File: src/hw/rtl/pfa_pkg.sv
// ----------------------------------------------------------------------------
// pfa_pkg: shared types and constants for the packed field array.
// Holds field widths, operation and status codes, controller states and
// the command and status bundles between controller and datapath.
// ----------------------------------------------------------------------------
package pfa_pkg;

  localparam int OP_W     = 3;
  localparam int IDX_W    = 13;
  localparam int BITS_W   = 6;
  localparam int COUNT_W  = 14;
  localparam int WORD_W   = 32;
  localparam int STAT_W   = 2;
  localparam int CFG_A_W  = 1;
  localparam int CFG_D_W  = 14;
  localparam int OFF_W    = 5;

  // Configuration register indexes.
  localparam logic [CFG_A_W-1:0] CFG_ELEMENT_BITS  = 1'b0;
  localparam logic [CFG_A_W-1:0] CFG_ELEMENT_COUNT = 1'b1;

  typedef enum logic [OP_W-1:0] {
    OP_GET    = 3'd0,
    OP_SET    = 3'd1,
    OP_TOGGLE = 3'd2,
    OP_CLEAR  = 3'd3,
    OP_FILL   = 3'd4
  } op_t;

  typedef enum logic [STAT_W-1:0] {
    STAT_OK    = 2'd0,
    STAT_WIDTH = 2'd1,
    STAT_SIZE  = 2'd2,
    STAT_INDEX = 2'd3
  } status_t;

  typedef enum logic [3:0] {
    S_IDLE,
    S_CHECK,
    S_RD0,
    S_RD1,
    S_RD2,
    S_WR0,
    S_WR1,
    S_CLR,
    S_FINISH
  } ctrl_state_t;

  typedef struct packed {
    logic accept;
    logic fill_init;
    logic fill_step;
    logic rd_lo;
    logic rd_hi;
    logic cap_lo;
    logic merge;
    logic wr_lo;
    logic wr_hi;
    logic clr_init;
    logic clr_write;
    logic load_out;
  } dp_cmd_t;

  typedef struct packed {
    logic            bad;
    logic [OP_W-1:0] op;
    logic            straddle;
    logic            fill_last;
    logic            count_zero;
    logic            clr_last;
  } dp_status_t;

endpackage

File: src/hw/rtl/pfa_ctrl.sv
// ----------------------------------------------------------------------------
// pfa_ctrl: operation sequencer of the packed field array.
// Steps the datapath through check, word reads, merge, word writes,
// store sweeps and result hand-off.
// ----------------------------------------------------------------------------
module pfa_ctrl import pfa_pkg::*; (
  input  logic       clk,
  input  logic       rst,
  input  logic       req_valid,
  output logic       req_ready,
  output logic       rsp_valid,
  input  logic       rsp_ready,
  input  dp_status_t sts,
  output dp_cmd_t    cmd
);

  ctrl_state_t state, state_next;
  logic        out_valid, out_valid_next;
  logic        out_free;

  assign out_free  = !out_valid || rsp_ready;
  assign rsp_valid = out_valid;

  always_ff @(posedge clk) begin
    if (rst) begin
      state     <= S_IDLE;
      out_valid <= 1'b0;
    end else begin
      state     <= state_next;
      out_valid <= out_valid_next;
    end
  end

  always_comb begin
    state_next = state;
    cmd        = '0;
    req_ready  = 1'b0;

    case (state)
      S_IDLE: begin
        req_ready = 1'b1;
        if (req_valid) begin
          cmd.accept = 1'b1;
          state_next = S_CHECK;
        end
      end
      S_CHECK: begin
        if (sts.bad) begin
          state_next = S_FINISH;
        end else begin
          case (op_t'(sts.op))
            OP_GET, OP_SET, OP_TOGGLE: state_next = S_RD0;
            OP_CLEAR: begin
              cmd.clr_init = 1'b1;
              state_next   = S_CLR;
            end
            OP_FILL: begin
              if (sts.count_zero) begin
                state_next = S_FINISH;
              end else begin
                cmd.fill_init = 1'b1;
                state_next    = S_RD0;
              end
            end
            default: state_next = S_FINISH;
          endcase
        end
      end
      S_RD0: begin
        cmd.rd_lo  = 1'b1;
        state_next = S_RD1;
      end
      S_RD1: begin
        cmd.cap_lo = 1'b1;
        cmd.rd_hi  = 1'b1;
        state_next = S_RD2;
      end
      S_RD2: begin
        cmd.merge  = 1'b1;
        state_next = (sts.op == OP_GET) ? S_FINISH : S_WR0;
      end
      S_WR0, S_WR1: begin
        if (state == S_WR0) begin
          cmd.wr_lo = 1'b1;
        end else begin
          cmd.wr_hi = 1'b1;
        end
        if (state == S_WR0 && sts.straddle) begin
          state_next = S_WR1;
        end else if (sts.op == OP_FILL && !sts.fill_last) begin
          cmd.fill_step = 1'b1;
          state_next    = S_RD0;
        end else begin
          state_next = S_FINISH;
        end
      end
      S_CLR: begin
        cmd.clr_write = 1'b1;
        if (sts.clr_last) begin
          state_next = S_FINISH;
        end
      end
      S_FINISH: begin
        if (out_free) begin
          cmd.load_out = 1'b1;
          state_next   = S_IDLE;
        end
      end
      default: state_next = S_IDLE;
    endcase
  end

  always_comb begin
    out_valid_next = out_valid;
    if (cmd.load_out) begin
      out_valid_next = 1'b1;
    end else if (out_valid && rsp_ready) begin
      out_valid_next = 1'b0;
    end
  end

endmodule

File: config.mk
export PLATFORM = sky130hd
export DESIGN_NAME = pfa_ctrl
export DESIGN_NICKNAME = d
export VERILOG_FILES = /design/src/hw/rtl/pfa_pkg.sv /design/src/hw/rtl/pfa_ctrl.sv
export SDC_FILE = /design/constraint.sdc
export NUM_CORES = 1
export LEC_CHECK = 0
export ABC_AREA = 1
export BUFFER_PORTS_ARGS = -buffer_cell sky130_fd_sc_hd__buf_2
export CAP_MARGIN = 0
export CELL_PAD_IN_SITES_DETAIL_PLACEMENT = 0
export CELL_PAD_IN_SITES_GLOBAL_PLACEMENT = 1
export CORE_MARGIN = 8
export CORE_UTILIZATION = 28
export DETAILED_ROUTE_END_ITERATION = 10
export HOLD_SLACK_MARGIN = 0.02
export PLACE_DENSITY = 0.89
export SLEW_MARGIN = 20
export SYNTH_ARGS = -nofsm -noshare
export SYNTH_HDL_FRONTEND = slang
export SYNTH_SLANG_ARGS = --single-unit
File: constraint.sdc
create_clock -name clk -period 2.1 [get_ports clk]
set_input_delay 0.105 -clock clk [delete_from_list [all_inputs] [get_ports clk]]
set_output_delay 0.105 -clock clk [all_outputs]
set_load 0.005 [all_outputs]
Word level (Yosys, flattened, before mapping) --
Index checks and enable logic that the tools add are counted.
Storage, ports and cells: register bits after elaboration 5, input port bits 12, output and inout port bits 14, word-level logic and storage cells 63
Cells by class: equality and inequality tests 15, muxes and demuxes 34, reductions and logical operators 12
Operators by type and width (number):
- 4-bit two-way mux | 8
- 4-bit one-hot mux with 8 select lines | 1
- 1-bit two-way mux | 22
- 4-bit by 3-bit equality test with 1-bit output, second input constant | 4
- 4-bit one-hot mux with 3 select lines | 1
- 4-bit by 2-bit equality test with 1-bit output, second input constant | 2
- 3-bit by 2-bit equality test with 1-bit output, second input constant | 2
- 2-bit inequality test, second input constant | 3
- 4-bit by 1-bit equality test with 1-bit output, second input constant | 1
- 4-bit equality test, second input constant | 1
- 4-bit logical NOT | 1
- 2-bit two-way mux | 2
- 3-bit by 1-bit equality test with 1-bit output, second input constant | 1
- 3-bit equality test, second input constant | 1
- 1-bit logical AND | 3
- 3-bit logical NOT | 1
- 3-bit AND reduction | 1
- 3-bit OR reduction | 1
- 1-bit logical NOT | 2
- 2-bit nonzero test | 1
- 2-bit OR reduction | 1
- 1-bit logical OR | 1

Longest topological paths before layout --
Gate-level depths: netlist of run 1.
depth after elaboration 5, gate-level depth with buffers 8, depth with buffers taken out 8

Worst setup path after synthesis of run 1 --
Ideal clock, no wire load.
kind reg2reg, from register state[0], to register state[0], library setup time 0.070 ns, data arrival time 1.019 ns, required time 2.030 ns, slack 1.011 ns, stages on the path, launching flop included 9, buffers on the path 0, period minus slack after synthesis 1.089 ns, path through dfxtp_1 inv_1 nor2_2 nand2_1 nor2_1 nand2_1 nand3_1 nand2_1 a21oi_1
Between the ends: word-level cells in the longest chain between the ends 4, elaborated cells on any way between the ends 17, classes of those cells eq/ne (11); mux (2); reduce/logical (4)
Ends and longest elaborated chain:
- start, declared | line pfa_ctrl.sv:17 | ctrl_state_t state, state_next;
- start signal, assigned | line pfa_ctrl.sv:29 | state <= state_next;
- 4-bit by 3-bit equality test with 1-bit output | line pfa_ctrl.sv:39, pfa_ctrl.sv:88
- 1-bit logical AND | line pfa_ctrl.sv:88 | if (state == S_WR0 && sts.straddle) begin
- 4-bit two-way mux | line pfa_ctrl.sv:88
- 4-bit one-hot mux with 8 select lines | line pfa_ctrl.sv:39 | case (state)
Parallel ways exist; a longest one is shown, timed or not. A chain may end at the register's enable or synchronous reset.

==> impl_metrics.env, run 1 <==
export IMPL_initial_utilization=0.2848
export IMPL_first_global_vias=550
export IMPL_floorplan_rows=15
export IMPL_post_cts_repair_setup_buffers=0
export IMPL_worst_path_max_fanout=4
export IMPL_max_slew_worst_pin_slew_ns=0.2350
export IMPL_coreArea_sq_mm=0.001652
export IMPL_async_flop_share=0
export IMPL_fmax_mhz=685.4
export IMPL_die_w_microns=56.99
export IMPL_arrival_ns=1.35
export IMPL_post_route_cells_drive_above_1_share=0.3304
export IMPL_finalCritPeriodShare=0.6948
export IMPL_ys_dominant_reg_cell="sky130_fd_sc_hd__dfxtp_1"
export IMPL_synthCells=88
export IMPL_global_route_overflow_total=0
export IMPL_critical_path_start_end_classification="register to output port"
export IMPL_maxCapViolations=0
export IMPL_gp_congestion=0.8270
export IMPL_place_port_buffers=25
export IMPL_ctsLongestPathBuffers=2
export IMPL_ys_seq_elements=5
export IMPL_maxSlewHeadroom=0.8420
export IMPL_dp_hpwl_microns=1148
export IMPL_status="completed"
export IMPL_skew_ns=0.0003800
export IMPL_synth_seq_area_share=0.2128
export IMPL_synth_area_sq_um=470.5
export IMPL_synth_area_per_cell_sq_um=5.346
export IMPL_ys_warn_count=0
export IMPL_synth_cell_types=15
export IMPL_worst_r2r_startpoint="state[0]$_SDFFE_PP0P_"
export IMPL_end_kind="output port"
export IMPL_synth_area_leader_cell="sky130_fd_sc_hd__dfxtp_1"
export IMPL_ir_drop_uv=280.8
export IMPL_grt_util_all_layers=0.07889
export IMPL_clk_latency_ns=0.23
export IMPL_finalSetupTns_ns=0
export IMPL_holdBufCountCts=0
export IMPL_worst_setup_path_endpoint="cmd[2]"
export IMPL_via_per_inst=4.402
export IMPL_synthesis_nets=100
export IMPL_detailroute_via_count=581
export IMPL_ant_nets=0
export IMPL_cts_buffers=3
export IMPL_design_final_nets=128
export IMPL_power_leakage_nw=0.4197
export IMPL_wire_per_inst_microns=9.932
export IMPL_grt_start_max_net_pins=6
export IMPL_synth_top_area_share=0.2128
export IMPL_final_util=0.3803
export IMPL_yosys_cell_count_top_type="sky130_fd_sc_hd__nand2_1"
export IMPL_critPathLaunch="state[0]$_SDFFE_PP0P_"
export IMPL_cts_tree="yes"
export IMPL_synthTopCellsByCount="sky130_fd_sc_hd__nand2_1, sky130_fd_sc_hd__inv_1, sky130_fd_sc_hd__nor2_1"
export IMPL_synth_edf_count=0
export IMPL_post_synth_main_area_contributors="sky130_fd_sc_hd__dfxtp_1, sky130_fd_sc_hd__nand2_1, sky130_fd_sc_hd__inv_1"
export IMPL_drt_drc_violations_left=0
export IMPL_grt_setup_unrepaired="false"
export IMPL_htree_num_levels=1
export IMPL_timing_rr_end="state[0]$_SDFFE_PP0P_"
export IMPL_antenna_found_initial=0
export IMPL_clock_sinks=5
export IMPL_setup_violations_final=0
export IMPL_slew_violations=0
export IMPL_drt_wl_total_microns=1311
export IMPL_clk_pin_slew_worst_paths_ns=0.04
export IMPL_hold_class="input port to register"
export IMPL_dr_first_iter_drc_count=5
export IMPL_regToRegSetupSlack_ns=0.82
export IMPL_crit_path_start_kind="register"
export IMPL_worst_ep_required_ns=2.00
export IMPL_design_die_area_sq_mm=0.003248
export IMPL_firstDrtPassIters=4
export IMPL_pin_count=26
export IMPL_clk_root_buffer_cell="sky130_fd_sc_hd__clkbuf_4"
export IMPL_area_growth_synth_to_final_pct=33.51
export IMPL_timing_reg2reg_worst_path_depth=8
export IMPL_final_hold_violation_count=0
export IMPL_power_per_cell_area_mw_per_mm2=543.4
export IMPL_final_min_clock_period_ns=1.459
export IMPL_dieHeight_microns=56.99
export IMPL_cts_resized=0
export IMPL_wire_length_of_the_first_global_routing_pass_microns=2166
export IMPL_num_antenna_cells=0
[cells by family (layout without fill, tap and decap cells)]
family | count (synthesis) | count (layout) | share of synthesized area
buffers and inverters | 22 | 49 | 0.1915
AO/OA/AOI/OAI | 5 | 5 | 0.05586
AND/OR/NAND/NOR | 56 | 56 | 0.5399
flip-flops | 5 | 5 | 0.2128
[metrics by stage]
| step | cells | cell area, sq um | hold WS (ns) | setup slack, ns | power [mW] |
|---|---|---|---|---|---|
| 2_1_floorplan | 88 | 470.5 | 0.1741 | 1.011 | 0.1968 |
| 3_3_place_gp | 128 | 601.8 | 0.3268 | 0.8187 | 0.2370 |
| 3_5_place_dp | 128 | 601.8 | 0.3298 | 0.8480 | 0.2379 |
| 4_1_cts | 132 | 628.1 | 0.08168 | 0.6451 | 0.3465 |
| 5_1_grt | 132 | 628.1 | 0.08073 | 0.5008 | 0.3726 |
| 6_report | 132 | 628.1 | 0.08708 | 0.6409 | 0.3413 |
[state kept, by name, indices dropped and copies added (netlist names)]
name,cells
state,4
rsp_valid,1
[where the power goes]
group          switching (mW)  internal (mW)  total, mW
registers              0.0116          0.104      0.116
clock network          0.0345         0.0715      0.106
logic                  0.0704         0.0490      0.119
total                   0.117          0.225      0.341
[layout by cell type, fill, tap and decap left out]
| cell | count |
|---|---|
| sky130_fd_sc_hd__nand2_1 | 23 |
| sky130_fd_sc_hd__clkbuf_1 | 1 |
| sky130_fd_sc_hd__nand3b_1 | 1 |
| sky130_fd_sc_hd__nand3_1 | 7 |
| sky130_fd_sc_hd__a21oi_1 | 4 |
| sky130_fd_sc_hd__inv_2 | 3 |
| sky130_fd_sc_hd__clkbuf_4 | 3 |
| sky130_fd_sc_hd__buf_2 | 25 |
| sky130_fd_sc_hd__a31oi_1 | 1 |
| sky130_fd_sc_hd__nor2_1 | 14 |
| sky130_fd_sc_hd__nor2_2 | 5 |
| sky130_fd_sc_hd__nor4_2 | 1 |
| sky130_fd_sc_hd__nor3_1 | 2 |
| sky130_fd_sc_hd__dfxtp_1 | 5 |
| sky130_fd_sc_hd__inv_1 | 17 |
| sky130_fd_sc_hd__nand4_1 | 2 |
| sky130_fd_sc_hd__nand2_2 | 1 |
[how the worst min path moves through the flow]
stage	from	end	cells past startpoint
after floorplan	rst	state[0]$_SDFFE_PP0P_	1
after global placement	rst	state[3]$_SDFFE_PP0P_	2
after detailed placement	rst	state[0]$_SDFFE_PP0P_	2
after CTS	rst	state[0]$_SDFFE_PP0P_	2
after global routing	rst	rsp_valid$_SDFFE_PP0P_	2
final	rst	state[0]$_SDFFE_PP0P_	2
[routing by layer]
layer  GRT usage  wire (microns)
met5           0               0
met4     0.05034               0
met3     0.02439              96
met2      0.1225             610
met1     0.09103             603
[cell type report]
class                   instances  area, sq um
clock buffers                   4        26.28
fillers                       195         1023
inverters                      20        75.07
well taps                      17        21.27
flip-flops and latches          5        100.1
multi-input cells              61        280.3
repair buffers                 25        125.1
[critical path, cell delays in order (launching register included)]
cell and delay [ns]:
sky130_fd_sc_hd__dfxtp_1 0.39, sky130_fd_sc_hd__inv_1 0.09, sky130_fd_sc_hd__nor2_2 0.12, sky130_fd_sc_hd__nand2_1 0.09, sky130_fd_sc_hd__nor2_1 0.14, sky130_fd_sc_hd__nand2_1 0.12, sky130_fd_sc_hd__inv_1 0.07, sky130_fd_sc_hd__buf_2 0.10
Power figures use the tool's default switching activity.
==> inputs of run 2 (changes only) <==
--- a/config.mk
+++ b/config.mk
@@ -10,11 +10,12 @@
 export CAP_MARGIN = 0
 export CELL_PAD_IN_SITES_DETAIL_PLACEMENT = 0
 export CELL_PAD_IN_SITES_GLOBAL_PLACEMENT = 1
+export CORE_ASPECT_RATIO = 1.4
 export CORE_MARGIN = 8
-export CORE_UTILIZATION = 28
+export CORE_UTILIZATION = 23
 export DETAILED_ROUTE_END_ITERATION = 10
 export HOLD_SLACK_MARGIN = 0.02
-export PLACE_DENSITY = 0.89
+export PLACE_DENSITY = 0.79
 export SLEW_MARGIN = 20
 export SYNTH_ARGS = -nofsm -noshare
 export SYNTH_HDL_FRONTEND = slang
==> constraint.sdc (replaced) <==
create_clock -name clk -period 1.3 [get_ports clk]
set_input_delay 0.065 -clock clk [delete_from_list [all_inputs] [get_ports clk]]
set_output_delay 0.065 -clock clk [all_outputs]
set_load 0.005 [all_outputs]
==> impl_metrics.env, run 2 (synthesis results as in run 1) <==
export IMPL_clockPowerShare=0.272
export IMPL_critPathLaunch="state[0]$_SDFFE_PP0P_"
export IMPL_cts_tree="yes"
export IMPL_global_route_overflow_total=0
export IMPL_max_slew_worst_pin_slew_ns=0.2266
export IMPL_skew_ns=0.0002019
export IMPL_num_antenna_cells=0
export IMPL_first_global_vias=596
export IMPL_maxCapViolations=0
export IMPL_arrival_ns=1.22
export IMPL_clk_latency_ns=0.23
export IMPL_fmax_mhz=776.9
export IMPL_power_leakage_nw=0.4702
export IMPL_place_port_buffers=25
export IMPL_final_min_clock_period_ns=1.287
export IMPL_worst_path_max_delay_cell="sky130_fd_sc_hd__dfxtp_4"
export IMPL_dieHeight_microns=69.51
export IMPL_use_met3=0.01717
export IMPL_top_usage_layer="met2"
export IMPL_power_per_cell_area_mw_per_mm2=804.7
export IMPL_crit_path_start_kind="register"
export IMPL_hold_class="input port to register"
export IMPL_ir_drop_uv=337.3
export IMPL_antenna_found_initial=0
export IMPL_final_util=0.4044
export IMPL_initial_utilization=0.2413
export IMPL_dr_first_iter_drc_count=7
export IMPL_final_instance_count_excl_fill=144
export IMPL_design_die_area_sq_mm=0.003769
export IMPL_coreArea_sq_mm=0.001949
export IMPL_maxSlewHeadroom=0.8484
export IMPL_clk_root_buffer_cell="sky130_fd_sc_hd__clkbuf_4"
export IMPL_floorplan_rows=19
export IMPL_wire_per_inst_microns=10.30
export IMPL_drt_wl_total_microns=1483
export IMPL_global_route_met2_usage=0.1355
export IMPL_design_final_nets=136
export IMPL_grt_setup_unrepaired="true"
export IMPL_most_common_cell_type_on_the_critical_path="sky130_fd_sc_hd__nor2_4"
export IMPL_die_w_microns=54.23
export IMPL_dp_hpwl_microns=1191
export IMPL_via_per_inst=4.368
export IMPL_regToRegSetupSlack_ns=0.12
export IMPL_globalRouteMet1Util=0.08680
export IMPL_placement_stage_cell_area_sq_um=614.3
export IMPL_holdBufCountCts=0
export IMPL_leading_cell_types_in_the_layout_fill_and_taps_excluded="sky130_fd_sc_hd__buf_2, sky130_fd_sc_hd__nand2_1, sky130_fd_sc_hd__inv_1, sky130_fd_sc_hd__nor2_1, sky130_fd_sc_hd__buf_4"
export IMPL_htree_num_levels=1
export IMPL_registers_top_by_ff_count="state"
export IMPL_worst_ep_required_ns=1.24
export IMPL_critical_path_max_stage_delay_ns=0.39
export IMPL_min_delay_start="rst"
export IMPL_finalCritPeriodShare=0.9901
export IMPL_drt_drc_violations_left=0
export IMPL_clk_pin_slew_worst_paths_ns=0.04
export IMPL_mostFrequentLayoutCell="sky130_fd_sc_hd__buf_2"
export IMPL_setup_violations_final=0
export IMPL_slew_violations=0
export IMPL_critical_path_start_end_classification="register to output port"
export IMPL_finalSetupTns_ns=0
export IMPL_grt_start_max_net_pins=6
export IMPL_power_switching_mw=0.2315
export IMPL_worst_path_max_fanout=4
export IMPL_worst_r2r_startpoint="state[0]$_SDFFE_PP0P_"
export IMPL_cellInternalPower_mw=0.4027
export IMPL_final_hold_violation_count=0
export IMPL_ant_nets=0
export IMPL_series_of_cell_instances_along_the_critical_path="inv_4, nor2_4, nand2_4, nor2_4, nand2_2, inv_2, buf_6"
export IMPL_clock_sinks=5
export IMPL_wire_length_of_the_first_global_routing_pass_microns=2442
export IMPL_firstDrtPassIters=5
export IMPL_finalInstanceArea_sq_um=788.3
export IMPL_status="completed"
export IMPL_sequentialPowerShare=0.319
export IMPL_pin_count=26
export IMPL_end_kind="output port"
export IMPL_dp_cells=133
export IMPL_netSwitchingFraction=0.3650
export IMPL_ctsLongestPathBuffers=2
export IMPL_grt_util_all_layers=0.08153
export IMPL_cts_buffers=3
export IMPL_detailroute_via_count=629
export IMPL_p_comb_frac=0.409
export IMPL_gp_congestion=0.8059
export IMPL_area_growth_synth_to_final_pct=67.55
export IMPL_post_route_cells_drive_above_1_share=0.5203
export IMPL_largest_reg_flops=4
run 2: cell count changes in the layout (fill, tap and decap cells not counted), moves of 3 or more:
| cell | change |
|---|---|
| sky130_fd_sc_hd__buf_4 | +8 |
| sky130_fd_sc_hd__nand2_1 | -6 |
| sky130_fd_sc_hd__nor2_4 | +6 |
| sky130_fd_sc_hd__nand2_2 | +5 |
| sky130_fd_sc_hd__dfxtp_1 | -4 |
| sky130_fd_sc_hd__dfxtp_4 | +4 |
| sky130_fd_sc_hd__inv_1 | -4 |
| sky130_fd_sc_hd__inv_2 | +3 |
| sky130_fd_sc_hd__nor2_1 | -3 |
| sky130_fd_sc_hd__nor2_2 | -3 |
run 2: what timing repair did:
item | 4_1_cts | 5_1_grt
pin swaps | 4 | 9
setup endpoints to repair | 4 | 7
resized for setup | 17 | 15
setup buffers | 2 | 5
run 2: metal layers:
layer  wire length [microns]  vias up
li1                        -      336
met1                     563      276
met2                     817       17
met3                     102        0
met4                       0        0
met5                       0        -
run 2: per-stage QoR:
| step | total power [mW] | worst slack, ns | hold slack (ns) |
|---|---|---|---|
| floorplan | 0.3179 | 0.2113 | 0.1341 |
| global placement | 0.3860 | 0.002055 | 0.2956 |
| detailed placement | 0.3860 | 0.02240 | 0.3010 |
| CTS | 0.6038 | 0.005426 | 0.04286 |
| global route | 0.6793 | -0.07023 | 0.06557 |
| finish | 0.6343 | 0.01282 | 0.04750 |
run 2: power groups by stage:
| stage | clock network, mW | logic [mW] | registers [mW] |
|---|---|---|---|
| after floorplan | 0 | 0.133 | 0.185 |
| after global placement | 0 | 0.197 | 0.189 |
| after detailed placement | 0 | 0.196 | 0.190 |
| after CTS | 0.182 | 0.226 | 0.197 |
| after global routing | 0.183 | 0.292 | 0.204 |
| final | 0.172 | 0.260 | 0.202 |
run 2: worst max-delay path, delay by kind of cell, from the launching register on:
family	cells	cell delay [ns]
DFF	1	0.39
buffers and inverters	3	0.19
and+or+nand+nor	4	0.40
run 2: cell type report:
cell class / count / area [sq um]
tap: 21 / 26.28
inverter: 20 / 77.57
clock buffer: 4 / 26.28
timing repair buffer: 33 / 191.4
sequential: 5 / 115.1
multi-input combinational: 61 / 351.6
fill: 222 / 1161
run 2: final timing paths:
kind	to	cells after the start
worst max-delay path	cmd[2]	7
worst min-delay path	state[3]$_SDFFE_PP0P_	2
worst max register to register	state[3]$_SDFFE_PP0P_	9
worst min register to register	state[3]$_SDFFE_PP0P_	4
==> inputs of run 3 (changes only) <==
--- a/config.mk
+++ b/config.mk
@@ -10,9 +10,9 @@
 export CAP_MARGIN = 0
 export CELL_PAD_IN_SITES_DETAIL_PLACEMENT = 0
 export CELL_PAD_IN_SITES_GLOBAL_PLACEMENT = 1
-export CORE_ASPECT_RATIO = 1.4
 export CORE_MARGIN = 8
 export CORE_UTILIZATION = 23
+export CTS_CLUSTER_SIZE = 24
 export DETAILED_ROUTE_END_ITERATION = 10
 export HOLD_SLACK_MARGIN = 0.02
 export PLACE_DENSITY = 0.79
==> impl_metrics.env, run 3 (synthesis results as in run 1) <==
export IMPL_status="completed"
export IMPL_place_port_buffers=25
export IMPL_area_growth_synth_to_final_pct=61.44
export IMPL_total_power_mw=0.6079
export IMPL_hold_slack_ns=0.04172
export IMPL_mostFrequentLayoutCell="sky130_fd_sc_hd__buf_2"
export IMPL_global_route_overflow_total=0
export IMPL_num_antenna_cells=0
export IMPL_first_global_vias=561
export IMPL_hold_class="input port to register"
export IMPL_maxSlewHeadroom=0.8329
export IMPL_dieHeight_microns=61.23
export IMPL_worst_ep_required_ns=1.24
export IMPL_ant_nets=0
export IMPL_design_die_area_sq_mm=0.003749
export IMPL_holdBufCountCts=0
export IMPL_critical_path_start_end_classification="register to output port"
export IMPL_place_ws_ns=0.03474
export IMPL_ctsLongestPathBuffers=2
export IMPL_clk_latency_ns=0.24
export IMPL_registers_top_by_ff_count="state"
export IMPL_crit_path_start_kind="register"
export IMPL_drt_wl_total_microns=1386
export IMPL_initial_utilization=0.2423
export IMPL_antenna_found_initial=0
export IMPL_fmax_mhz=780.5
export IMPL_detailroute_via_count=608
export IMPL_slew_violations=0
export IMPL_drt_drc_violations_left=0
export IMPL_grt_setup_unrepaired="true"
export IMPL_leading_cell_types_in_the_layout_fill_and_taps_excluded="sky130_fd_sc_hd__buf_2, sky130_fd_sc_hd__nand2_1, sky130_fd_sc_hd__inv_1, sky130_fd_sc_hd__nor2_1, sky130_fd_sc_hd__nand3_1"
export IMPL_power_per_cell_area_mw_per_mm2=800.4
export IMPL_final_min_clock_period_ns=1.281
export IMPL_grt_util_all_layers=0.07107
export IMPL_firstDrtPassIters=2
export IMPL_clock_sinks=5
export IMPL_ir_drop_uv=256.7
export IMPL_arrival_ns=1.22
export IMPL_die_w_microns=61.23
export IMPL_final_hold_violation_count=0
export IMPL_post_route_cells_drive_above_1_share=0.4750
export IMPL_setup_violations_final=0
export IMPL_power_leakage_nw=0.4567
export IMPL_skew_ns=0.002572
export IMPL_end_kind="output port"
export IMPL_cts_tree="yes"
export IMPL_coreArea_sq_mm=0.001942
export IMPL_maxCapViolations=0
export IMPL_max_slew_worst_pin_slew_ns=0.2498
export IMPL_pin_count=26
export IMPL_gp_congestion=0.7948
export IMPL_cts_buffers=3
export IMPL_clk_pin_slew_worst_paths_ns=0.04
export IMPL_finalInstanceArea_sq_um=759.5
export IMPL_wire_length_of_the_first_global_routing_pass_microns=2145
export IMPL_worst_path_max_fanout=4
export IMPL_wire_per_inst_microns=9.429
export IMPL_finalCritPeriodShare=0.9856
export IMPL_via_per_inst=4.136
export IMPL_grt_start_max_net_pins=6
export IMPL_htree_num_levels=1
export IMPL_dp_hpwl_microns=1156
export IMPL_dr_first_iter_drc_count=13
export IMPL_design_final_nets=133
export IMPL_floorplan_rows=16
export IMPL_clk_root_buffer_cell="sky130_fd_sc_hd__clkbuf_4"
export IMPL_placement_stage_cell_area_sq_um=621.8
export IMPL_finalWorstSetupSlack_ns=0.01873
export IMPL_largest_reg_flops=4
## run 3: final cells by class
cell class | count | area, sq um
fill | 236 | 1182
multi-input combinational | 61 | 344.1
timing repair buffer | 30 | 162.7
sequential | 5 | 115.1
inverter | 20 | 77.57
tap | 27 | 33.78
clock buffer | 4 | 26.28
## run 3: through the flow
step,cells,setup TNS [ns],utilization
after floorplan,88,0,-
after global placement,139,0,0.3202
after detailed placement,139,0,0.3202
after CTS,144,-0.04153,0.3544
after global routing,147,-0.1008,0.3911
final,147,0,0.3911
## run 3: where the power goes
part	leakage (nW)	total [mW]	switching (mW)	internal (mW)
Clock	0.0150	0.174	0.0585	0.116
Combinational	0.398	0.237	0.137	0.100
Sequential	0.0436	0.197	0.0267	0.170
## run 3: routing by layer
metal,vias to the layer above,global-route usage,part of all wire
met4,0,0.02990,0
met3,0,0.008351,0.063
met2,14,0.1209,0.49
li1,329,-,-
met1,265,0.08706,0.44
met5,-,0,0
## run 3: critical path: stages (launching register included)
cell and delay, ns:
sky130_fd_sc_hd__dfxtp_4 0.38, sky130_fd_sc_hd__inv_4 0.05, sky130_fd_sc_hd__nor2_4 0.15, sky130_fd_sc_hd__nand2_2 0.07, sky130_fd_sc_hd__nand2_2 0.08, sky130_fd_sc_hd__nand2_2 0.05, sky130_fd_sc_hd__nor2_1 0.08, sky130_fd_sc_hd__buf_2 0.11
## run 3: what timing repair did
action	in CTS	in global routing
buffers inserted	1	3
endpoints found under the setup margin	4	6
pin swaps	5	5
gates resized for setup	13	13
## run 3: path summary, 6_finish.rpt
kind / from / endpoint / slack, ns / depth (start not counted)
max: state[2]$_SDFFE_PP0P_ / cmd[9] / 0.02 / 7
min: rst / state[0]$_SDFFE_PP0P_ / 0.04 / 2
max reg2reg: state[0]$_SDFFE_PP0P_ / state[0]$_SDFFE_PP0P_ / 0.09 / 9
min reg2reg: rsp_valid$_SDFFE_PP0P_ / state[3]$_SDFFE_PP0P_ / 0.59 / 4
